**config.mk**
```make
export PLATFORM = sky130hd
export DESIGN_NAME = rc_stick_command_and_arming
export DESIGN_NICKNAME = d
export VERILOG_FILES = /design/src/rtl/rcsca_pkg.sv /design/src/rtl/rc_stick_command_and_arming.sv
export SDC_FILE = /design/constraint.sdc
export NUM_CORES = 1
export LEC_CHECK = 0
export ABC_AREA = 0
export BUFFER_PORTS_ARGS = -buffer_cell sky130_fd_sc_hd__buf_2
export CORE_MARGIN = 2
export CORE_UTILIZATION = 58
export DETAILED_ROUTE_END_ITERATION = 16
export PLACE_DENSITY = 0.82
export SYNTH_ARGS = -nofsm -noshare
export SYNTH_HDL_FRONTEND = slang
export SYNTH_SLANG_ARGS = --single-unit
```
**constraint.sdc**
```tcl
create_clock -name aclk -period 5.1 [get_ports aclk]
set_input_delay 0.51 -clock aclk [delete_from_list [all_inputs] [get_ports aclk]]
set_output_delay 0.51 -clock aclk [all_outputs]
set_load 0.03 [all_outputs]
```
**src/rtl/rcsca_pkg.sv**
```systemverilog
package rcsca_pkg;

    localparam int PULSE_W = 12;
    localparam int CMD_W   = 11;
    localparam int HOLD_W  = 8;
    localparam int FLAG_W  = 8;
    localparam int NUM_CH  = 4;

    localparam int S_DATA_W = 48;
    localparam int M_DATA_W = 48;
    localparam int ADDR_W   = 4;
    localparam int APB_W    = 32;

    localparam logic [PULSE_W-1:0] PULSE_VALID_MIN = 12'd900;
    localparam logic [PULSE_W-1:0] PULSE_VALID_MAX = 12'd2000;
    localparam logic [HOLD_W-1:0]  HOLD_SATURATE   = 8'd250;

    localparam logic [PULSE_W-1:0] CENTER_RESET    = 12'd1500;
    localparam logic [PULSE_W-1:0] LOW_THR_RESET   = 12'd1100;
    localparam logic [PULSE_W-1:0] HIGH_THR_RESET  = 12'd1900;
    localparam logic [HOLD_W-1:0]  HOLD_RESET      = 8'd100;

    localparam logic [FLAG_W-1:0] FLAG_YAW_LOW  = 8'h10;
    localparam logic [FLAG_W-1:0] FLAG_YAW_HIGH = 8'h20;
    localparam logic [FLAG_W-1:0] FLAG_THR_LOW  = 8'h40;

    typedef enum logic [1:0] {
        REG_CENTER   = 2'd0,
        REG_LOW_THR  = 2'd1,
        REG_HIGH_THR = 2'd2,
        REG_HOLD     = 2'd3
    } cfg_reg_t;

endpackage

```
**src/rtl/rc_stick_command_and_arming.sv**
```systemverilog
// Channel  | Handshake                     | Payload
// ---------+-------------------------------+------------------------------------------
// s_       | s_tvalid / s_tready           | s_tdata: roll, pitch, yaw, throttle pulse
// m_       | m_tvalid / m_tready           | m_tdata: commands and armed flag
// APB      | psel, penable, pwrite, pready | paddr, pwdata, prdata (four registers)
//
// Each frame is held in the input register and then sits in the result register,
// from which its result is offered on m_. One frame is accepted per cycle while
// results are taken on m_; the stick flags, hold counter and armed state
// are updated as a frame moves from the input register to the result register.
// A stall on m_ holds both registers; s_tready drops only when both are full.
// aresetn clears the flags, counter, armed state and valid bits and loads the
// register defaults.
module rc_stick_command_and_arming
    import rcsca_pkg::*;
(
    input  logic                aclk,
    input  logic                aresetn,
    input  logic                s_tvalid,
    output logic                s_tready,
    // Fields from bit 0: roll_pulse[11:0], pitch_pulse[23:12], yaw_pulse[35:24],
    // throttle_pulse[47:36].
    input  logic [S_DATA_W-1:0] s_tdata,
    output logic                m_tvalid,
    input  logic                m_tready,
    // Fields from bit 0: roll_command[10:0], pitch_command[21:11], yaw_command[32:22],
    // throttle_command[44:33], armed_flag[45], zero fill [47:46].
    output logic [M_DATA_W-1:0] m_tdata,
    input  logic                psel,
    input  logic                penable,
    input  logic                pwrite,
    input  logic [ADDR_W-1:0]   paddr,
    input  logic [APB_W-1:0]    pwdata,
    output logic [APB_W-1:0]    prdata,
    output logic                pready
);

    logic [PULSE_W-1:0] center_reg;
    logic [PULSE_W-1:0] low_thr_reg;
    logic [PULSE_W-1:0] high_thr_reg;
    logic [HOLD_W-1:0]  hold_reg;

    logic               in_valid_reg;
    logic [PULSE_W-1:0] pulse_reg [NUM_CH];
    logic               out_valid_reg;
    logic [M_DATA_W-1:0] out_data_reg;

    logic [FLAG_W-1:0]  flags_reg;
    logic [HOLD_W-1:0]  count_reg;
    logic               armed_reg;

    logic [FLAG_W-1:0]  flags_next;
    logic [HOLD_W-1:0]  count_next;
    logic               armed_next;
    logic [M_DATA_W-1:0] out_data_next;

    logic               advance;
    logic               cfg_write;
    logic               chain_ok;
    logic signed [CMD_W-1:0] roll_cmd;
    logic signed [CMD_W-1:0] pitch_cmd;
    logic signed [CMD_W-1:0] yaw_cmd;

    // Difference from centre divided by four, rounded toward zero.
    function automatic logic signed [CMD_W-1:0] scale_cmd(
        input logic [PULSE_W-1:0] pulse,
        input logic [PULSE_W-1:0] center
    );
        logic signed [PULSE_W:0] diff;
        logic signed [PULSE_W:0] biased;
        diff   = $signed({1'b0, pulse}) - $signed({1'b0, center});
        biased = diff + (diff[PULSE_W] ? (PULSE_W+1)'(3) : (PULSE_W+1)'(0));
        return biased[PULSE_W:2];
    endfunction

    assign advance  = !out_valid_reg || m_tready;
    assign s_tready = !in_valid_reg || advance;
    assign m_tvalid = out_valid_reg;
    assign m_tdata  = out_data_reg;
    assign pready   = 1'b1;
    assign cfg_write = psel && penable && pwrite && pready;

    always_comb begin
        case (cfg_reg_t'(paddr[3:2]))
            REG_CENTER:   prdata = {(APB_W-PULSE_W)'(0), center_reg};
            REG_LOW_THR:  prdata = {(APB_W-PULSE_W)'(0), low_thr_reg};
            REG_HIGH_THR: prdata = {(APB_W-PULSE_W)'(0), high_thr_reg};
            REG_HOLD:     prdata = {(APB_W-HOLD_W)'(0), hold_reg};
            default:      prdata = '0;
        endcase
    end

    always_comb begin
        roll_cmd  = scale_cmd(pulse_reg[0], center_reg);
        pitch_cmd = scale_cmd(pulse_reg[1], center_reg);
        yaw_cmd   = -scale_cmd(pulse_reg[2], center_reg);

        // The first pulse outside the valid window stops flagging for this frame.
        chain_ok   = 1'b1;
        flags_next = flags_reg;
        for (int i = 0; i < NUM_CH; i++) begin
            if (pulse_reg[i] < PULSE_VALID_MIN || pulse_reg[i] > PULSE_VALID_MAX) begin
                chain_ok = 1'b0;
            end
            if (chain_ok) begin
                if (pulse_reg[i] < low_thr_reg) begin
                    flags_next[2*i] = 1'b1;
                end else if (pulse_reg[i] > high_thr_reg) begin
                    flags_next[2*i+1] = 1'b1;
                end
            end
        end

        if (flags_next != '0) begin
            count_next = (count_reg < HOLD_SATURATE) ? count_reg + 1'b1 : count_reg;
        end else begin
            count_next = '0;
        end

        armed_next = armed_reg;
        if (count_next == hold_reg) begin
            if (armed_reg) begin
                if ((flags_next & FLAG_YAW_LOW) != '0 && (flags_next & FLAG_THR_LOW) != '0) begin
                    armed_next = 1'b0;
                end
            end else begin
                if ((flags_next & FLAG_YAW_HIGH) != '0 && (flags_next & FLAG_THR_LOW) != '0) begin
                    armed_next = 1'b1;
                end
            end
            flags_next = '0;
            count_next = '0;
        end

        out_data_next = {2'b00, armed_next, pulse_reg[3], yaw_cmd, pitch_cmd, roll_cmd};
    end

    always_ff @(posedge aclk) begin
        if (!aresetn) begin
            center_reg    <= CENTER_RESET;
            low_thr_reg   <= LOW_THR_RESET;
            high_thr_reg  <= HIGH_THR_RESET;
            hold_reg      <= HOLD_RESET;
            in_valid_reg  <= 1'b0;
            out_valid_reg <= 1'b0;
            flags_reg     <= '0;
            count_reg     <= '0;
            armed_reg     <= 1'b0;
        end else begin
            if (cfg_write) begin
                case (cfg_reg_t'(paddr[3:2]))
                    REG_CENTER:   center_reg   <= pwdata[PULSE_W-1:0];
                    REG_LOW_THR:  low_thr_reg  <= pwdata[PULSE_W-1:0];
                    REG_HIGH_THR: high_thr_reg <= pwdata[PULSE_W-1:0];
                    REG_HOLD:     hold_reg     <= pwdata[HOLD_W-1:0];
                    default: begin
                    end
                endcase
            end
            if (s_tready) begin
                in_valid_reg <= s_tvalid;
            end
            if (advance) begin
                out_valid_reg <= in_valid_reg;
                if (in_valid_reg) begin
                    flags_reg <= flags_next;
                    count_reg <= count_next;
                    armed_reg <= armed_next;
                end
            end
        end
    end

    always_ff @(posedge aclk) begin
        if (s_tready && s_tvalid) begin
            for (int i = 0; i < NUM_CH; i++) begin
                pulse_reg[i] <= s_tdata[i*PULSE_W +: PULSE_W];
            end
        end
        if (advance && in_valid_reg) begin
            out_data_reg <= out_data_next;
        end
    end

endmodule

```
# Word level (Yosys, flattened, before mapping)

Memories as Yosys holds them, arrays and structs flattened.
Cells that the tools add are included.

Bits in registers: 109
Bits in latches: 0
Bits in writable memories: 48
Memory bits (read-only): 0
Bits of input ports: 91
Output and inout bits: 83
Word-level logic and storage cells: 95
Memories: 1

Add/subtract/negate cells: 8
Multiply operators: 0
Divide/modulo/power cells: 0
Magnitude comparators: 17
Equal/unequal tests: 4
Shift operators: 0
Multiplexer cells: 34
Bitwise gates (word level): 0
Reductions and logical operators: 21

Memories:

| name      | words | width | read ports | clocked after memory_dff | wr ports | line                              | text |
|---|---|---|---|---|---|---|---|
| pulse_reg | 4     | 12    | 4          | 0                        | 4        | rc_stick_command_and_arming.sv:44 | `logic [PULSE_W-1:0] pulse_reg [NUM_CH];` |

Operators with widths:

| operator                                                        | number |
|---|---|
| one-hot mux 32 bit (4 select lines)                             | 1 |
| greater-than comparator 12 x 11 -> 1 bit, second input constant | 4 |
| greater-than comparator 12 bit                                  | 4 |
| less-than comparator 12 x 10 -> 1 bit, second input constant    | 4 |
| less-than comparator 12 bit                                     | 4 |
| adder 13 x 3 -> 13 bit                                          | 3 |
| subtractor 12 x 12 -> 13 bit                                    | 3 |
| two-way mux 8 bit                                               | 4 |
| two-way mux 1 bit                                               | 22 |
| two-way mux 2 bit                                               | 7 |
| negation 11 bit                                                 | 1 |
| AND reduction 2 bit                                             | 5 |
| adder 8 x 1 -> 8 bit, second input constant                     | 1 |
| == test 8 bit                                                   | 1 |
| less-than comparator 8 bit, second input constant               | 1 |
| nonzero test 8 bit                                              | 1 |
| logical AND 1 bit                                               | 6 |
| logical OR 1 bit                                                | 6 |
| == test 2 bit, second input constant                            | 2 |
| == test 2 x 1 -> 1 bit, second input constant                   | 1 |
| zero test 1 bit                                                 | 2 |
| zero test 2 bit                                                 | 1 |

# Longest topological paths before layout

An unclocked memory read counts as a cell.

Word-level depth: 12
Depth in mapped cells: 24
Depth with buffers taken out: 24

# Worst setup path before layout

No wires, ideal clock.

Path kind: flip-flop to flip-flop
Start: mem pulse_reg[2][0]
End: reg out_data_reg[32] (netlist: m_tdata[32]), data pin
Library setup time: 263 ps
Data arrival time: 4278 ps
Setup slack: 559 ps
Stages on the path, launching flop included: 23
Period minus slack after synthesis: 4541 ps
Cells stage by stage: edfxtp_1 inv_1 ha_1 fa_1 nor2b_1 o21ai_1 a21oi_1 o21a_1 o21a_1 o221a_2 o21a_1 nor2_1 ha_1 or3b_2 o31ai_2 nand2_1 xor2_1 ha_1 nor2b_1 and2_1 and4_1 mux2i_1 xor2_1

RTL lines:

| item                 | line                               | text |
|---|---|---|
| from (decl)          | rc_stick_command_and_arming.sv:44  |  |
| to (signal assigned) | rc_stick_command_and_arming.sv:181 | `out_data_reg <= out_data_next;` |
| to (decl)            | rc_stick_command_and_arming.sv:46  | `logic [M_DATA_W-1:0] out_data_reg;` |

==> impl_results.md <==
- Die height: 139 um
- Final setup vio count: 0
- Initial DRC Count: approximately 710
- Routing usage on met1: 0.363
- Critical Path RT: between 5 and 6 ns
- Clk buf depth: 2
- Worst skew pair latency: 0.44 ns
- Total number of vias: 8849
- GP Congestion: 0.941
- Worst-path maximum fanout: 5
- Ant diodes: 0
- Cell area after synthesis: 10600 um2
- Dpl ws: approximately 0.070 ns
- Remaining antenna violation count: 0
- Clock skew: 0.0134 ns
- Hold crit path type: primary input to flip-flop
- Port Buffers: 128
- Setup Crit Path Kind: flip-flop to flip-flop
- Overflow after GRT: 0
- IO Count: approximately 170
- Die W: 139 um
- Met3 Usage GRT: 0.0506
- Synth Area per Inst: 9.85 um2
- Largest net degree at the start of global routing: 58
- Fin crit share: 0.958
- Max reg flops: 48
- Gr busiest metal: met2
- Worst-margin pin slew: approximately 1.1 ns
- HPWL after DPL: about 21 mm
- Slew Limit Fails: 0
- Synth top area share: 0.266
- Number of flops mapped to enable cells by yosys: 94
- Total Neg Setup Slack: 0 ns
- Synth top area cells: edfxtp_1, ha_1, dfxtp_1, nand2_1, xnor2_1
- Final std cell area, no fill: 12000 um2
- Startpoint types: flip-flop
- Minimum clock period: 4.88 ns
- Power density cells: 275 nW/um2
- Relative slew slack: 0.240
- WP data arrival: 5.15 ns
- Row count: slightly below 50
- Synth top cells by count: ha_1, nand2_1, edfxtp_1, a21oi_1, dfxtp_1
- Final setup margin: approximately 0.22 ns
- Final Core Density: 0.670
- Crit. Startpoint: pulse_reg[2][2]$_DFFE_PP_
- Layout cells sized above 1: 0.168
- CTS H-tree lvls: 4
- First-pass GRT wire length: 43.8 mm
- Total GRT Usage: 0.289
- Core box area: 18000 um2
- Yosys cell types: 71
- Status: finished, final reports clean
- Nets: around 1400
- Leakage: 5.17 nW
- Fmax: about 200 MHz
- DR DRC count: 0
- Crit. End Element: flip-flop
- # Max-Cap Violations: 0
- Worst R2R Start: pulse_reg[2][2]$_DFFE_PP_
- CTS root buffer: clkbuf_16
- TritonRoute pass-1 iters: 6
- Vias in the first global route: 8433
- Starting density of the core: 0.591
- Fin. Hold Viols: 0
- Synthesized flop and latch total: 157
- Placed cell area: 11400 um2
- Grt met2 use: 0.478
- Antenna violations before repair: 0
- Hold_sp: s_tdata[31]
- Synth Warn #: 0
- Clock-pin slew on the worst setup and hold paths: 0.07 ns
- Drt via density: 6.09
- CTS buffer count: 17
- Register area share after synthesis: 0.385
- Post-DR wirelength/cell: 19.5 um
- Count leader, synth: ha_1
- CTS tree: built
- Die area: just under 20000 um2
- VDD IR max: ~250 uV
- Leading area contributor after synthesis: edfxtp_1
- Final wirelength: 28.3 mm
- Post-synth top flop: edfxtp_1
- Mapped Cells: 1077
- Async SR Flop Fraction: 0
- Clock Sinks: 157
- Syn-to-layout area delta: 13.5%
[routing by layer]
layer  share of wire  routed length, um
met1            0.41              11500
met2            0.47              13300
met3           0.076               2140
met4           0.049               1400
met5               0                  0
[area by class of cell]
class                      count  area [um2]
tap                          229         287
clock buffer                  22         495
timing repair buffer         138         716
multi-input combinational    835        6150
fill                        1379        5920
clock inverter                10        76.3
sequential                   157        4080
inverter                      62         233
[worst max-delay path: stages (launching register included)]
cell	delay [ns]
edfxtp_1	0.48
ha_1	0.36
nor2b_1	0.15
o21ai_1	0.21
a21oi_2	0.10
o21a_1	0.19
o21a_1	0.21
o221a_4	0.28
o21a_1	0.18
nor2_1	0.18
ha_1	0.18
or3b_2	0.49
nor2_1	0.13
nor2_1	0.08
o31ai_4	0.08
xor2_1	0.23
inv_1	0.07
ha_2	0.18
nor2b_1	0.15
and2_4	0.19
and4_1	0.18
mux2i_1	0.18
xor2_1	0.23
[final timing paths]
| path | slack, ns | end | depth (start not counted) |
|---|---|---|---|
| worst max-delay path | 0.22 | m_tdata[32]$_DFFE_PP_ | 22 |
| worst min register to register | 0.48 | flags_reg[2]$_SDFFE_PN0P_ | 2 |
| worst min-delay path | 0.24 | pulse_reg[2][7]$_DFFE_PP_ | 1 |
| worst max register to register | 0.22 | m_tdata[32]$_DFFE_PP_ | 22 |
[cell usage in the layout, fill, tap and decap left out, drive strengths merged, types with 23 or more instances in the layout]
cell	synthesis	final
buf	24	138
ha	133	133
nand2	123	123
edfxtp	94	94
a21oi	75	75
inv	62	66
dfxtp	63	63
nor2	52	52
xnor2	43	43
o21ai	40	40
o211ai	30	30
nand3	27	27
a21boi	27	27
xor2	25	25
nor2b	23	23
conb	2	23
nor3	23	23
[report_power, final]
group | internal [mW] | switching [mW] | leakage (nW) | total, mW
registers | 1.42 | 0.0504 | 1.41 | 1.47
clock network | 0.696 | 0.546 | 0.284 | 1.24
logic | 0.224 | 0.373 | 3.47 | 0.597
[per-stage QoR]
step	hold WS [ns]	total power, mW	std cells
global placement	0.456	2.05	1419
CTS	0.234	3.30	1451
global route	0.238	3.42	1453
detailed placement	0.462	2.07	1419
finish	0.241	3.31	1453
floorplan	0.437	1.92	1098
[cells by family (layout without fill, tap and decap cells)]
family | Yosys count | count (layout) | synth area share
compound gates | 246 | 246 | 0.157
xor+xnor | 68 | 68 | 0.0561
fa+ha+maj | 136 | 136 | 0.163
buf+inv | 106 | 232 | 0.0456
flops | 157 | 157 | 0.385
mux | 29 | 29 | 0.0369
other cells | 2 | 23 | 0.000708
simple gates | 333 | 333 | 0.156
[timing repair]
item | CTS | global route
hold buffers | 0 | 0
endpoints found under the setup margin | 0 | 4
resized for setup | 0 | 5
setup buffers | 0 | 2
Power figures use the tool's default switching activity.
